===== src/rtl/assert_macros.svh =====
// Assertion macros shared by the rate limiter RTL.
// No dependencies.
`ifndef ASSERT_MACROS_SVH
`define ASSERT_MACROS_SVH
// implication checked every clock, disabled in reset
`define ASSERT_IMP(lbl, clk, rst_n, ante, cons) \
    lbl: assert property (@(posedge clk) disable iff (!rst_n) (ante) |-> (cons)) \
        else $error("assertion failed");
// next-cycle implication
`define ASSERT_NXT(lbl, clk, rst_n, ante, cons) \
    lbl: assert property (@(posedge clk) disable iff (!rst_n) (ante) |=> (cons)) \
        else $error("assertion failed");
`endif


===== src/rtl/psrl_pkg.sv =====
// Types and constants of the per-source connection rate limiter.
// No dependencies.
package psrl_pkg;
    localparam int unsigned TW = 48;

    typedef struct packed {
        logic [31:0] source_address;
        logic [47:0] now_ms;
    } t_in_item;

    typedef struct packed {
        logic        allowed;
        logic        block_started;
        logic [18:0] block_length_ms;
        logic [15:0] block_total;
        logic        table_full;
    } t_out_item;

    typedef struct packed {
        logic        valid;
        logic [31:0] address;
        logic [16:0] count;
        logic [47:0] last_attempt;
        logic [47:0] block_until;
        logic [15:0] block_total;
    } t_entry;

    typedef struct packed {
        logic [23:0] lifetime;
        logic [47:0] now_ms;
        logic [31:0] source_address;
    } t_cell_ctl;

    typedef struct packed {
        logic       hit;
        logic       free;
    } t_cell_st;

    localparam logic [2:0] REG_ALLOWED  = 3'd0;
    localparam logic [2:0] REG_MIN_INT  = 3'd1;
    localparam logic [2:0] REG_WINDOW   = 3'd2;
    localparam logic [2:0] REG_CLEANUP  = 3'd3;
    localparam logic [2:0] REG_LIFETIME = 3'd4;

    localparam logic [47:0] MASK48 = 48'hFFFF_FFFF_FFFF;

    function automatic logic [18:0] block_len(input logic [15:0] blocks);
        if (blocks >= 16'd10) return 19'd300000;
        else if (blocks >= 16'd5) return 19'd60000;
        else if (blocks >= 16'd3) return 19'd15000;
        else return 19'd3000;
    endfunction
endpackage


===== src/rtl/psrl_link.sv =====
// Priority link of the cell chain: passes the first hit and first free slot
// along the row. Depends on psrl_pkg.
module psrl_link import psrl_pkg::*; #(
    parameter int IW = 6
) (
    input  t_cell_st          i_st,
    input  logic [IW-1:0]     i_idx,
    input  logic              i_hit_in,
    input  logic [IW-1:0]     i_hit_idx_in,
    input  logic              i_free_in,
    input  logic [IW-1:0]     i_free_idx_in,
    output logic              o_hit,
    output logic [IW-1:0]     o_hit_idx,
    output logic              o_free,
    output logic [IW-1:0]     o_free_idx
);
    assign o_hit      = i_hit_in || i_st.hit;
    assign o_hit_idx  = i_hit_in ? i_hit_idx_in : i_idx;
    assign o_free     = i_free_in || i_st.free;
    assign o_free_idx = i_free_in ? i_free_idx_in : i_idx;
endmodule


===== config.mk =====
export PLATFORM = sky130hd
export DESIGN_NAME = psrl_link
export DESIGN_NICKNAME = d
export VERILOG_FILES = /design/src/rtl/assert_macros.svh /design/src/rtl/psrl_pkg.sv /design/src/rtl/psrl_link.sv
export SDC_FILE = /design/constraint.sdc
export NUM_CORES = 1
export LEC_CHECK = 0
export ABC_CLOCK_PERIOD_IN_PS = 800
export BUFFER_PORTS_ARGS = -buffer_cell sky130_fd_sc_hd__buf_2
export CAP_MARGIN = 10
export CORE_AREA = 2 2 39 41
export DETAILED_ROUTE_END_ITERATION = 8
export DIE_AREA = 0 0 41 43
export MAX_ROUTING_LAYER = met4
export PLACE_DENSITY = 0.58
export SLEW_MARGIN = 20
export SYNTH_ARGS = -nofsm -noshare
export SYNTH_HDL_FRONTEND = slang
export SYNTH_SLANG_ARGS = --single-unit

===== constraint.sdc =====
create_clock -name vclk -period 0.8
set_input_delay 0.16 -clock vclk [all_inputs]
set_output_delay 0.16 -clock vclk [all_outputs]
set_load 0.01 [all_outputs]

# Yosys cells after proc, flatten, opt, wreduce, memory -nomap -nowiden
# Cells that the tools add are included.
dict set report classes {
  mux 2
  n_reduce_logical 2
}
# op n
set op_table {}
lappend op_table {{$mux 6} 2}
lappend op_table {{$logic_or 1x1->1} 2}
dict set report totals {
  ff_bits 0
  in_bits 22
  wordCells 4
}

# Longest topological paths before layout
dict set report logic_depth {
  word_depth 1
  depth_mapped 2
}

# Worst setup path before layout
# Ideal clock, no wire load.
dict set report synth_path {
  kind {input to output}
  startpoint {input port i_free_in}
  endpoint {output port o_free_idx[0]}
  arrival_time_ns 0.584
  required_time_ns 0.640
  path_slack_ns 0.056
  stages 2
  path_buffers 1
  cell_sequence {buf_6 -> mux2_4}
}
dict set report synth_via {
  elab_chain_len 1
}
# element line
set synth_rtl {}
lappend synth_rtl {{start, declared} psrl_link.sv:10} ;# input logic i_free_in,
lappend synth_rtl {{$mux 6} psrl_link.sv:20} ;# assign o_free_idx = i_free_in ? i_free_idx_in : i_idx;
lappend synth_rtl {{end, declared} psrl_link.sv:15} ;# output logic [IW-1:0] o_free_idx
# No other way between the ends.

# Final worst setup path
dict set report layout_path {
  startpoint {input port i_free_in}
  endpoint {output port o_free_idx[2]}
}
# Same word-level chain as after synthesis.

==> reports/results.tsv <==
metric	value	unit
maximum clock frequency	1170	MHz
DRC	0	
syn nets	38	
GP Congestion	0.766	
GRT Resource Usage Total	9.62	%
failing checks	setup timing	
sequential share of the synthesized area	0	%
post-synth top area share	83.7	%
GRT met2 Usage	12.5	%
Top Family by Delay on Critical Path	multiplexers	
layout cell share with drive strength beyond 1	96.0	%
Worst Hold Class	in -> out	
Synth cell types	3	
drt via density	4.06	
Hold EP	o_free	
status	complete, but fails checks	
post-synth top area cell	mux2_4	
die width	41	µm
largest net degree at the start of global routing	8	
final-layout clock buffer total	0	
Ports	36	
initial antenna violation count	0	
CP endpoint kind	output port	
maxcap violations	0	
hold path startpoint	i_st[0]	
Tcrit/Tclk final	107	%
drt wl/cell	13.2	µm
hold slack	0.602	ns
Worst EP required	0.64	ns
detailed-route wire length	874	µm
RSZ-0062 raised after global routing	yes	
filler cell count	147	
Post-CTS Setup Inserts	0	
Synth Area per Inst	13.5	µm²
Die ar.	0.00176	mm²
Row Count	14	
actual slew at the worst max-slew pin	0.0629	ns
critical-path maximum fanout	7	
Area Growth Syn to Fin	131	%
die height	43	µm
Layout Nets	74	
yosys warns	0	
crit path time final	0.858	ns
Power Density	649	mW/mm²
Final Hold Fails	0	
Leak Pwr	0.279	nW
TritonRoute pass-1 iters	1	
met3 usage	1.57	%
initial drt markers	0	
ANT nets after route	0	
final setup vio count	13	
CP max-delay cell	mux2_4	
first-pass GRT wire length	1150	µm
setup ws final	-0.0582	ns
total grt overflow	0	
met1 Usage GRT	16.1	%
CP Data Arrival Time	0.70	ns
Syn Std Cell Area	215	µm²
Synth area leaders	mux2_4 (84%), buf_6 (10%), or2_1 (5.8%)	
Register Area	0	µm²
Crit Path Class	in -> out	
vias in the first global route	258	
relative slew slack	95.8	%
Starting Density	15.6	%
Critical Path Start Type	input pin	
Core Region	0.00138	mm²
Max Slew Vio Count	0	
Hold Crit Depth	3	
gate count of the mapped netlist	16	
Ant. Diodes	0	
CP max stage delay	0.30	ns
IO Port Bufs	36	
CP Buf/Inv Count	2	
cell chain of the critical path	buf_12, mux2_4, buf_6	
num sequential	0	
worst vdd ir	216	µV
Layout Cells excl Fill	66	
total number of vias	268	
placed cell count	66	
GR peak layer	met1	
-- area by class of cell --
class	instances	area (µm²)	share of cell area (%)
Multi-Input combinational cell	14	193	38.7
Tap cell	16	20.0	4.02
Timing Repair Buffer	36	285	57.3
-- power by group --
part | total [mW] | switching (mW) | internal [mW]
combinational | 0.323 | 0.109 | 0.214
sequential | 0 | 0 | 0
clock | 0 | 0 | 0
total | 0.323 | 0.109 | 0.214
-- tightest hold or removal path: stages --
cell   delay [ns]
buf_2        0.07
or2_1        0.09
buf_2        0.13
-- cell families (layout without fill, tap and decap cells) --
group,Yosys count,after routing,share of synthesized area [%]
muxes,12,12,83.7
and+or+nand+nor,2,2,5.81
buffers and inverters,2,36,10.5
-- layout by cell type (no fill, tap or decap), drive strengths merged --
master / netlist / layout
buf: 2 / 36
mux2: 12 / 12
or2: 2 / 2
-- synth_stat cells, drive strengths merged --
cell type   n
mux2       12
buf         2
or2         2
-- per-stage QoR --
| step | utilization (%) | worst slack (ns) | cell area (µm²) | TNS (ns) | power [mW] |
|---|---|---|---|---|---|
| finish | 36.0 | -0.0582 | 498 | -0.648 | 0.323 |
| floorplan | - | 0.0557 | 215 | 0 | 0.139 |
| detailed placement | 28.4 | -0.194 | 393 | -2.41 | 0.249 |
| global route | 36.0 | -0.0727 | 498 | -0.825 | 0.346 |
| global placement | 28.4 | -0.193 | 393 | -2.33 | 0.249 |
| CTS | 36.0 | -0.0613 | 498 | -0.679 | 0.329 |
-- layer usage --
| metal | routed length [µm] | part of all wire, % |
|---|---|---|
| met1 | 415 | 47 |
| met2 | 269 | 31 |
| met3 | 189 | 22 |
| met4 | 0 | 0 |
| met5 | 0 | 0 |
-- worst max-delay path by stage --
stage	depth (start not counted)	start	slack, ns	endpoint
2_1_floorplan	2	i_free_in	0.06	o_free_idx[0]
3_3_place_gp	3	i_free_in	-0.19	o_free_idx[5]
3_5_place_dp	3	i_free_in	-0.19	o_free_idx[3]
4_1_cts	3	i_free_in	-0.06	o_free_idx[3]
5_1_grt	3	i_free_in	-0.07	o_free_idx[3]
6_report	3	i_free_in	-0.06	o_free_idx[2]
-- what timing repair did --
item                                    4_1_cts  5_1_grt
resized for setup                            20        0
pin swaps                                     2        1
hold buffers                                  0        0
endpoints found under the setup margin       14       14
cloned                                        0        0
Power figures use the tool's default switching activity.
