`config.mk`:
```
export PLATFORM = sky130hd
export DESIGN_NAME = psrl_cell
export DESIGN_NICKNAME = d
export VERILOG_FILES = /design/src/rtl/assert_macros.svh /design/src/rtl/psrl_pkg.sv /design/src/rtl/psrl_cell.sv
export SDC_FILE = /design/constraint.sdc
export NUM_CORES = 1
export LEC_CHECK = 0
export ABC_AREA = 1
export BUFFER_PORTS_ARGS = -buffer_cell sky130_fd_sc_hd__buf_4
export CAP_MARGIN = 40
export CORE_ASPECT_RATIO = 1.25
export CORE_UTILIZATION = 30
export DETAILED_ROUTE_END_ITERATION = 6
export SKIP_CTS_REPAIR_TIMING = 1
export SLEW_MARGIN = 0
export SYNTH_ARGS = -nofsm -noshare
export SYNTH_HDL_FRONTEND = slang
export SYNTH_SLANG_ARGS = --single-unit
```
`constraint.sdc`:
```
create_clock -name i_clk -period 9.25 [get_ports i_clk]
set_input_delay 0.4625 -clock i_clk [delete_from_list [all_inputs] [get_ports i_clk]]
set_output_delay 0.4625 -clock i_clk [all_outputs]
set_load 0.02 [all_outputs]
```
`src/rtl/assert_macros.svh`:
```
// Assertion macros shared by the rate limiter RTL.
// No dependencies.
`ifndef ASSERT_MACROS_SVH
`define ASSERT_MACROS_SVH
// implication checked every clock, disabled in reset
`define ASSERT_IMP(lbl, clk, rst_n, ante, cons) \
    lbl: assert property (@(posedge clk) disable iff (!rst_n) (ante) |-> (cons)) \
        else $error("assertion failed");
// next-cycle implication
`define ASSERT_NXT(lbl, clk, rst_n, ante, cons) \
    lbl: assert property (@(posedge clk) disable iff (!rst_n) (ante) |=> (cons)) \
        else $error("assertion failed");
`endif

```
`src/rtl/psrl_pkg.sv`:
```
// Types and constants of the per-source connection rate limiter.
// No dependencies.
package psrl_pkg;
    localparam int unsigned TW = 48;

    typedef struct packed {
        logic [31:0] source_address;
        logic [47:0] now_ms;
    } t_in_item;

    typedef struct packed {
        logic        allowed;
        logic        block_started;
        logic [18:0] block_length_ms;
        logic [15:0] block_total;
        logic        table_full;
    } t_out_item;

    typedef struct packed {
        logic        valid;
        logic [31:0] address;
        logic [16:0] count;
        logic [47:0] last_attempt;
        logic [47:0] block_until;
        logic [15:0] block_total;
    } t_entry;

    typedef struct packed {
        logic [23:0] lifetime;
        logic [47:0] now_ms;
        logic [31:0] source_address;
    } t_cell_ctl;

    typedef struct packed {
        logic       hit;
        logic       free;
    } t_cell_st;

    localparam logic [2:0] REG_ALLOWED  = 3'd0;
    localparam logic [2:0] REG_MIN_INT  = 3'd1;
    localparam logic [2:0] REG_WINDOW   = 3'd2;
    localparam logic [2:0] REG_CLEANUP  = 3'd3;
    localparam logic [2:0] REG_LIFETIME = 3'd4;

    localparam logic [47:0] MASK48 = 48'hFFFF_FFFF_FFFF;

    function automatic logic [18:0] block_len(input logic [15:0] blocks);
        if (blocks >= 16'd10) return 19'd300000;
        else if (blocks >= 16'd5) return 19'd60000;
        else if (blocks >= 16'd3) return 19'd15000;
        else return 19'd3000;
    endfunction
endpackage

```
`src/rtl/psrl_cell.sv`:
```
// One table entry of the rate limiter: holds a source, compares it and
// clears itself on expiry. Depends on psrl_pkg.
module psrl_cell import psrl_pkg::*; (
    input  logic      i_clk,
    input  logic      i_rst_n,
    input  t_cell_ctl i_ctl,
    input  logic      i_clean,
    input  logic      i_wr,
    input  t_entry    i_wr_data,
    output t_entry    o_entry,
    output t_cell_st  o_st
);
    t_entry r_e;
    logic   r_valid;
    logic [48:0] w_idle, w_exp;

    // idle expiry can pass 48 bits, so it keeps a carry bit
    assign w_idle = {1'b0, r_e.last_attempt} + {25'd0, i_ctl.lifetime} + 49'd1;
    assign w_exp  = ({1'b0, r_e.block_until} > w_idle) ? {1'b0, r_e.block_until} : w_idle;

    always_ff @(posedge i_clk) begin
        if (!i_rst_n) begin
            r_valid <= 1'b0;
        end else if (i_wr) begin
            r_valid <= i_wr_data.valid;
        end else if (i_clean && r_valid && w_exp <= {1'b0, i_ctl.now_ms}) begin
            r_valid <= 1'b0;
        end
        if (i_wr) begin
            r_e <= i_wr_data;
        end
    end

    always_comb begin
        o_entry       = r_e;
        o_entry.valid = r_valid;
    end
    assign o_st.hit  = r_valid && r_e.address == i_ctl.source_address;
    assign o_st.free = !r_valid;
endmodule

```
-- Word level (Yosys, flattened, before mapping)
Index checks and enable logic that the tools add are counted.
- $add $sub $neg: 2
- mux-type cells: 3
- order comparisons: 2
- reduce and logical (&&, ||, !) cells: 5
- eq/ne operators: 1
- operators with widths (cell ; count):
    adder 48 x 24 -> 49 bit ; 1
    adder 49 x 1 -> 49 bit, second input constant ; 1
    greater-than comparator 48 x 49 -> 1 bit ; 1
    less-or-equal comparator 49 x 48 -> 1 bit ; 1
    2-to-1 mux 49 bit ; 1
    equality test 32 bit ; 1
    logical AND 1 bit ; 3
    2-to-1 mux 1 bit ; 2
    nonzero test 2 bit ; 1
    logical NOT 1 bit ; 1
- bits of input ports: 270
- flip-flop bits (word level): 162

-- Logic depth before layout (Yosys ltp)
Gate-level depths: netlist of run 1.
- depth after elaboration: 8
- depth in mapped cells: 45

-- Least setup slack after synthesis of run 1
Ideal clock, no wire load.
- path type: register -> register
- start: register r_e, in the netlist o_entry[64]
- end: register r_valid
- setup slack: 4020 ps
- data arrival time: 5160 ps
- buffers on the path: 2
- clock period less this slack: 5230 ps
- stages on the path, launching flop included: 40
- data required time: 9180 ps
- cells stage by stage: edfxtp_1 > inv_1 > ha_1 > fa_1 > inv_1 > nand3_1 > nand2_1 > nand2_1 > nand2_1 > nand2_1 > nand2_2 > nand2_2 > o21bai_4 > nand4_1 > nor4_2 > xor2_1 > inv_1 > ha_1 > [4 not listed] > nand2_1 > buf_4 > buf_4 > nand3_1 > nand2_1 > ha_1 > inv_1 > nor3_1 > o21ai_0 > o211ai_1 > nand2_1 > nand3_1 > nand4_1 > nand3_1 > nand2_1 > nand2_1 > nand3_1 > a21oi_1
- cells in the longest elaborated chain, start to end: 7
- ends and longest elaborated chain (element ; RTL line ; source):
    start, declared ; psrl_cell.sv:13 ; t_entry r_e;
    start signal, assigned ; psrl_cell.sv:30 ; r_e <= i_wr_data;
    adder 48 x 24 -> 49 bit (*) ; psrl_cell.sv:18 ; assign w_idle = {1'b0, r_e.last_attempt} + {25'd0, i_ctl.lifetime} + 49'd1;
    adder 49 x 1 -> 49 bit (*) ; psrl_cell.sv:18 ;
    greater-than comparator 48 x 49 -> 1 bit ; psrl_cell.sv:19 ; assign w_exp = ({1'b0, r_e.block_until} > w_idle) ? {1'b0, r_e.block_until} : w_idle;
    2-to-1 mux 49 bit (*) ; psrl_cell.sv:19 ;
    less-or-equal comparator 49 x 48 -> 1 bit (*) ; psrl_cell.sv:26 ; end else if (i_clean && r_valid && w_exp <= {1'b0, i_ctl.now_ms}) begin
    logical AND 1 bit (*) ; psrl_cell.sv:26 ;
    nonzero test 2 bit (no line) (*) ; -- ;
    end signal, assigned ; psrl_cell.sv:25 ; r_valid <= i_wr_data.valid;
    end, declared ; psrl_cell.sv:14 ; logic r_valid;
Mark *: on every way between the ends. The rest lies on a longest branch, timed or not.
A chain may end at the register's enable or synchronous reset.

-- Worst setup path in the final report of run 1
Ends and elaborated chain as after synthesis.

==> flow_summary.toml, run 1 <==
[status]
status = "complete, no violations"

[power_and_ir_drop]
ir_drop_uv = 128.6
power_density_nw_per_um2 = 165.3
leakage_nw = 7.385
p_total_mw = 2.485

[synthesis]
async_reset_ff_frac = 0
synth_warnings = 0
netlist_top_cells_area = "edfxtp_1, ha_1, nand2_1, inv_1, nand3_1"
syn_inst = 1172
ys_seq_area_frac = 0.4565
syn-num-nets = 1563
synth_edf_count = 161
synth_area_um2 = 10630
ys_ff_latch = 162
netlist.area_leader.share = 0.4546
synth_ff_type = "edfxtp_1"
avgSynthCellArea_um2 = 9.073
ys_types = 45
synth_area_leader_cell = "edfxtp_1"

[global_route]
antenna_found_initial = 2
grt_pass1_vias = 10250
grt_pass1_wl_um = 56590
gr-total-overflow = 0
grt_max_degree = 83
grt_usage = 0.2138

[place]
port_buffers = 433
dp_slack_ns = 2.337
gp_congestion = 0.9284
placed_cells = 2061
post_dp_cell_area_um2 = 14450
hpwl_um = 33100

[drt]
drt_wl_total_um = 38790
drtIter0Drc = 476
drt-pass1-iter-count = 7
drc = 0
wire_per_inst_um = 18.54
vias = 9919
ant_nets = 0
viasPerCell = 4.741

[worst_setup_path]
critPathMaxStageDelay_ns = 0.41
cp.required_ns = 9.64
critPathCaptureType = "flip-flop"
cp-start-kind = "flip-flop"
reg2reg_depth = 44
rr_startpoint = "o_entry[64]"
worst_path_max_delay_cell = "fa_1"
ff2ff_setup_slack_ns = 2.41
cp_common_cell = "nand2_1"
crit_type = "flip-flop to flip-flop"
critPathMaxFanout = 36
worstPathArrival_ns = 7.23
regToRegEndpoint = "r_valid"

[layout]
nets = 2003
antenna_cells = 0
final_cell_mix = "buf_4, nand2_1, inv_1"
stdcell_area_um2 = 15030
final_common_cell = "buf_4"
final_cell_count_no_fill = 2092
drive_gt1_frac = 0.2986
fin_util = 0.4330
fill_cells = 3455
synthToLayoutAreaGrowth_pct = 41.33

[timing]
max-slew-margin-rel = 0.4357
finalSetupViolCount = 0
timing.hold.ws_ns = 0.1660
fmax_mhz = 146.1
rsz0062_at_grt = "no"
layout_min_cycle_time_ns = 6.843
finalCritPeriodShare = 0.7398
tns_ns = 0
final_max_slew_viol_count = 0
worst_slew_pin_slew_ns = 0.8465
finalHoldViolations = 0
worst_slack_ns = 2.407
fin_worst_skew_ns = 0.006634

[clocking]
clock_sinks = 162
cts_buffer_depth = 2
tritoncts = "done"
htreeDepth = 4
clk_pin_slew_ns = 0.07
cts_inserted_buffers = 17
insertion_delay_ns = 0.46
clockRootBuffer = "clkbuf_16"

[die]
row_count = 76
core-area_um2 = 34710
die_y_um = 212.5
die-area_um2 = 36210
io_pins = 434
die_x_um = 170.4
start_util = 0.3064

[worst_hold_path]
min_path_cells = 1
min_from = "i_wr_data[0]"
min_path_type = "input pin to flip-flop"
worstHoldEndpoint = "o_entry[0]"

[flow_run]
cap_violations = 0
where the power goes:
group | internal (mW) | switching (mW)
registers | 0.875 | 0.0588
logic | 0.354 | 0.472
clock network | 0.402 | 0.323
total | 1.63 | 0.854
cells by family after synthesis:
family | share of synthesized area
compound gates | 0.08154
flops | 0.4565
xor+xnor | 0.04036
simple gates | 0.2003
buf+inv | 0.07824
fa+ha+maj | 0.1431
flip-flops by register name (all words and copies together), names as in the netlist:
signal and cells:
o_entry 161, r_valid 1
cells in the mapped netlist, drive strengths merged (2+ instances only):
| master | count |
|---|---|
| a21boi | 2 |
| buf | 16 |
| or2 | 4 |
| nor2 | 65 |
| a221oi | 2 |
| nor3 | 14 |
| o21ai | 29 |
| nand2 | 271 |
| o21a | 3 |
| o22ai | 10 |
| a211oi | 2 |
| o21bai | 4 |
| a31o | 2 |
| a22o | 7 |
| and3 | 2 |
| a21o | 6 |
| nand4 | 37 |
| ha | 120 |
| edfxtp | 161 |
| nor4 | 15 |
| xnor2 | 16 |
| o2111ai | 2 |
| xor2 | 33 |
| inv | 191 |
| o211ai | 5 |
| nand3 | 75 |
| a21oi | 69 |
area by class of cell:
cell class | instances | area (um2) | share of cell area
inverter | 191 | 716.9 | 0.04770
clock inverter | 12 | 147.6 | 0.009824
tap | 468 | 585.6 | 0.03896
clock buffer | 19 | 432.9 | 0.02880
sequential | 162 | 4855 | 0.3230
timing repair buffer | 438 | 3344 | 0.2225
multi-input combinational | 802 | 4947 | 0.3292
worst max-delay path, delay by kind of cell, from the launching register on:
kind | cells | cell delay, ns
fa+ha+maj | 4 | 1.25
buf+inv | 6 | 0.76
simple gates | 25 | 2.89
xor+xnor | 1 | 0.32
compound gates | 8 | 1.22
flops | 1 | 0.35
worst max-delay path by stage:
stage	from	to	slack (ns)	depth (start not counted)
2_1_floorplan	o_entry[64]	r_valid	4.02	39
3_5_place_dp	i_ctl[80]	r_valid	2.34	45
5_1_grt	o_entry[64]	r_valid	1.86	44
6_report	o_entry[64]	r_valid	2.41	44
3_3_place_gp	i_ctl[80]	r_valid	1.93	38
4_1_cts	o_entry[64]	r_valid	2.51	44
metal layers:
metal / part of all wire / GRT usage / vias to the layer above / wire length [um]
li1: - / - / 4878 / -
met4: 0.037 / 0.1100 / 2 / 1442
met2: 0.51 / 0.3836 / 418 / 19890
met1: 0.36 / 0.2207 / 4554 / 14060
met5: 0.00023 / 0 / - / 9
met3: 0.087 / 0.06962 / 67 / 3390
Power figures use the tool's default switching activity.
==> inputs of run 2 (changes only) <==
==> constraint.sdc (replaced) <==
create_clock -name i_clk -period 7.07 [get_ports i_clk]
set_input_delay 0.3535 -clock i_clk [delete_from_list [all_inputs] [get_ports i_clk]]
set_output_delay 0.3535 -clock i_clk [all_outputs]
set_load 0.02 [all_outputs]
==> flow_summary.toml, run 2 (same netlist as run 1, synthesis figures left out) <==
[clocking]
clk_pin_slew_ns = 0.08
insertion_delay_ns = 0.47
cts_buffer_depth = 2
cts_inserted_buffers = 17
clock_sinks = 162
tritoncts = "done"
htreeDepth = 4
clockRootBuffer = "clkbuf_16"

[global_route]
grt_max_degree = 81
grt_pass1_vias = 10190
grt_usage = 0.2147
antenna_found_initial = 6
grt_pass1_wl_um = 56960
gr-total-overflow = 0

[power_and_ir_drop]
leakage_nw = 7.422
ir_drop_uv = 172.7
power_density_nw_per_um2 = 218.7

[layout]
final_common_cell = "buf_4"
largest_reg_flops = 161
drive_gt1_frac = 0.3014
fin_util = 0.4351
nets = 2007
synthToLayoutAreaGrowth_pct = 42.00
final_cell_mix = "buf_4, nand2_1, inv_1"

[timing]
max-slew-margin-rel = 0.4448
rsz0062_at_grt = "no"
fin_worst_skew_ns = 0.01151
worst_slew_pin_slew_ns = 0.8252
layout_min_cycle_time_ns = 6.505
finalHoldViolations = 0
tns_ns = 0
fmax_mhz = 153.7
final_max_slew_viol_count = 0
finalCritPeriodShare = 0.9201
finalSetupViolCount = 0

[die]
die_y_um = 212.5
io_pins = 434
core-area_um2 = 34710
row_count = 76
die-area_um2 = 36210
die_x_um = 170.4
start_util = 0.3064

[worst_setup_path]
regToRegEndpoint = "r_valid"
worst_path_max_delay_cell = "nor4_1"
cp-start-kind = "flip-flop"
endpoint = "r_valid"
ff2ff_setup_slack_ns = 0.56
critPathMaxFanout = 47
critPathMaxStageDelay_ns = 0.75
cp_common_cell = "nand2_1"
crit_type = "flip-flop to flip-flop"
critPathCaptureType = "flip-flop"
critPathLaunch = "o_entry[64]"
worstPathArrival_ns = 6.87
cp.required_ns = 7.43
rr_startpoint = "o_entry[64]"
reg2reg_depth = 34

[drt]
viasPerCell = 4.704
ant_nets = 0
drtIter0Drc = 443
drt-pass1-iter-count = 5
wire_per_inst_um = 18.49
drc = 0
drt_wl_total_um = 38820
vias = 9873

[place]
port_buffers = 433
gp_congestion = 0.8841
hpwl_um = 32950

[worst_hold_path]
min_from = "i_wr_data[18]"
min_path_type = "input pin to flip-flop"

[status]
status = "complete, no violations"

[flow_run]
cap_violations = 0
run 2: cell count changes in the layout (fill, tap and decap cells not counted):
cell,previous run,this run
buf_12,1,0
buf_4,434,439
clkbuf_1,2,1
clkinv_4,3,1
clkinv_8,0,2
diode_2,0,2
inv_6,4,2
inv_8,1,5
nand2_2,4,2
nand2_4,0,2
run 2: metal layers:
layer	global-route usage	wire length [um]	vias to the layer above	share of wire
met4	0.07549	868	8	0.022
met3	0.07520	3242	55	0.084
li1	-	-	4899	-
met5	0	63	-	0.0016
met1	0.2231	14330	4522	0.37
met2	0.3956	20310	389	0.52
run 2: worst min path at each step:
stage                       end  slack (ns)  depth (start not counted)
floorplan            o_entry[0]        0.45                          0
global placement    o_entry[13]        0.53                          1
detailed placement  o_entry[24]        0.53                          1
CTS                 o_entry[16]        0.02                          1
global route        o_entry[24]        0.03                          1
finish              o_entry[18]        0.05                          1
run 2: power breakdown:
group	switching [mW]	total (mW)	internal (mW)
registers	0.0756	1.22	1.14
clock network	0.462	1.00	0.540
logic	0.619	1.08	0.461
total	1.16	3.30	2.15
run 2: final cells by class:
class,count,area (um2)
fill,3440,19610
multi-input combinational,802,4957
sequential,162,4855
timing repair buffer,442,3362
inverter,191,716.9
tap,468,585.6
clock buffer,18,429.2
clock inverter,14,190.2
antenna,2,5.005
run 2: critical path, delay by kind of cell (launching register included):
kind,cells,cell delay [ns]
DFF,1,0.36
and+or+nand+nor,22,3.56
xor gates and xnor gates,1,0.24
buffers and inverters,5,0.73
AOI/OAI and AO/OA,2,0.25
adders and majority gates,4,1.27
run 2: stage by stage:
step | power, mW | setup WS, ns | instances | instance area (um2) | hold WS [ns]
after floorplan | 1.862 | 1.840 | 1172 | 10630 | 0.4524
after global placement | 2.297 | 0.4661 | 2063 | 14410 | 0.5318
after detailed placement | 2.321 | 0.3793 | 2065 | 14470 | 0.5328
after CTS | 3.334 | 0.4370 | 2097 | 15090 | 0.02417
after global routing | 3.488 | 0.02332 | 2097 | 15100 | 0.03118
final | 3.303 | 0.5650 | 2099 | 15100 | 0.05117
==> inputs of run 3 (changes only) <==
--- a/config.mk
+++ b/config.mk
@@ -8,9 +8,10 @@
 export ABC_AREA = 1
 export BUFFER_PORTS_ARGS = -buffer_cell sky130_fd_sc_hd__buf_4
 export CAP_MARGIN = 40
-export CORE_ASPECT_RATIO = 1.25
-export CORE_UTILIZATION = 30
+export CORE_AREA = 2 2 168 170
 export DETAILED_ROUTE_END_ITERATION = 6
+export DIE_AREA = 0 0 170 172
+export PLACE_DENSITY = 0.67
 export SKIP_CTS_REPAIR_TIMING = 1
 export SLEW_MARGIN = 0
 export SYNTH_ARGS = -nofsm -noshare
==> constraint.sdc (replaced) <==
create_clock -name i_clk -period 7.07 [get_ports i_clk]
set_input_delay 1.414 -clock i_clk [delete_from_list [all_inputs] [get_ports i_clk]]
set_output_delay 1.414 -clock i_clk [all_outputs]
set_load 0.02 [all_outputs]
==> flow_summary.toml, run 3 (same netlist as run 1, synthesis figures left out) <==
[status]
status = "complete, no violations"

[worst_setup_path]
cp.required_ns = 7.46
cp_common_cell = "nand2_1"
critPathMaxStageDelay_ns = 0.40
cp-start-kind = "input pin"
critPathTopFamily = "simple AND/OR/NAND/NOR gates"
path_buf_inv = 6
worst-path-stages = 44
crit_type = "input pin to flip-flop"
worstPathArrival_ns = 6.92
reg2reg_depth = 43
worst_path_max_delay_cell = "fa_1"
critPathCaptureType = "flip-flop"
critPathMaxFanout = 41

[drt]
drtIter0Drc = 609
ant_nets = 0
drc = 0
drt-pass1-iter-count = 6
viasPerCell = 5.018
vias = 9940
wire_per_inst_um = 18.73
drt_wl_total_um = 37100

[flow_run]
cap_violations = 0

[layout]
drive_gt1_frac = 0.3062
stdcell_area_um2 = 14980
nets = 2011
final_cell_mix = "buf_4, nand2_1, inv_1"
fin_util = 0.5454
synthToLayoutAreaGrowth_pct = 40.91
final_common_cell = "buf_4"
largest_reg_flops = 161

[power_and_ir_drop]
leakage_nw = 7.453
ir_drop_uv = 247.2
power_density_nw_per_um2 = 216.8

[clocking]
clockRootBuffer = "clkbuf_16"
insertion_delay_ns = 0.45
clk_pin_slew_ns = 0.08
tritoncts = "done"
cts_buffer_depth = 2
cts_inserted_buffers = 17
htreeDepth = 4
clock_sinks = 162

[global_route]
grt_pass1_wl_um = 53810
antenna_found_initial = 3
grt_max_degree = 91
grt_usage = 0.2489
gr-total-overflow = 0
grt_pass1_vias = 9861

[timing]
final_max_slew_viol_count = 0
timing.hold.ws_ns = 0.5989
fmax_mhz = 153.2
fin_worst_skew_ns = 0.01179
finalCritPeriodShare = 0.9230
tns_ns = 0
finalHoldViolations = 0
layout_min_cycle_time_ns = 6.525
max-slew-margin-rel = 0.4263
worst_slew_pin_slew_ns = 0.8605
finalSetupViolCount = 0

[die]
core-area_um2 = 27480
die-area_um2 = 29240
die_x_um = 170
io_pins = 434
start_util = 0.3870
row_count = 61
die_y_um = 172

[worst_hold_path]
min_path_type = "flip-flop to flip-flop"
min_path_cells = 2

[place]
gp_congestion = 0.9775
post_dp_cell_area_um2 = 14350
port_buffers = 433
hpwl_um = 31320
run 3: final cells by class:
type,count,area [um2]
Timing Repair Buffer,446,3402
Clock buffer,17,425.4
Fill cell,2504,12490
Clock inverter,15,166.4
Multi-Input combinational cell,802,4981
Sequential cell,162,4855
Inverter,191,716.9
Antenna cell,2,5.005
Tap cell,346,432.9
run 3: final timing paths:
check / startpoint / endpoint / slack [ns]
worst max-delay path: i_ctl[80] / r_valid / 0.54
worst max register to register: o_entry[64] / r_valid / 1.23
worst min-delay path: r_valid / r_valid / 0.60
worst min register to register: r_valid / r_valid / 0.60
run 3: stage by stage:
step	worst slack, ns	std cells	total power, mW
floorplan	0.8996	1172	1.862
global placement	0.1462	1946	2.297
global route	-0.007367	1979	3.439
finish	0.5446	1981	3.248
CTS	0.5014	1979	3.270
detailed placement	0.01698	1947	2.319
run 3: where the power goes:
group          internal (mW)  switching (mW)
Sequential              1.14          0.0720
Combinational          0.468           0.620
Clock                  0.474           0.470
run 3: worst register-to-register path: cells and delay by family, from the launching register on:
family | cells | cell delay [ns]
compound gates | 8 | 1.09
xor+xnor | 1 | 0.31
fa+ha+maj | 4 | 1.08
buf+inv | 5 | 0.47
flops | 1 | 0.36
simple gates | 25 | 2.47
run 3: per-layer routing:
metal / vias up / part of all wire / track usage
met4: 2 / 0.027 / 0.08324
met5: - / 0.00035 / 0
met1: 4552 / 0.37 / 0.2753
met2: 419 / 0.51 / 0.4486
li1: 4910 / - / -
met3: 57 / 0.088 / 0.08446
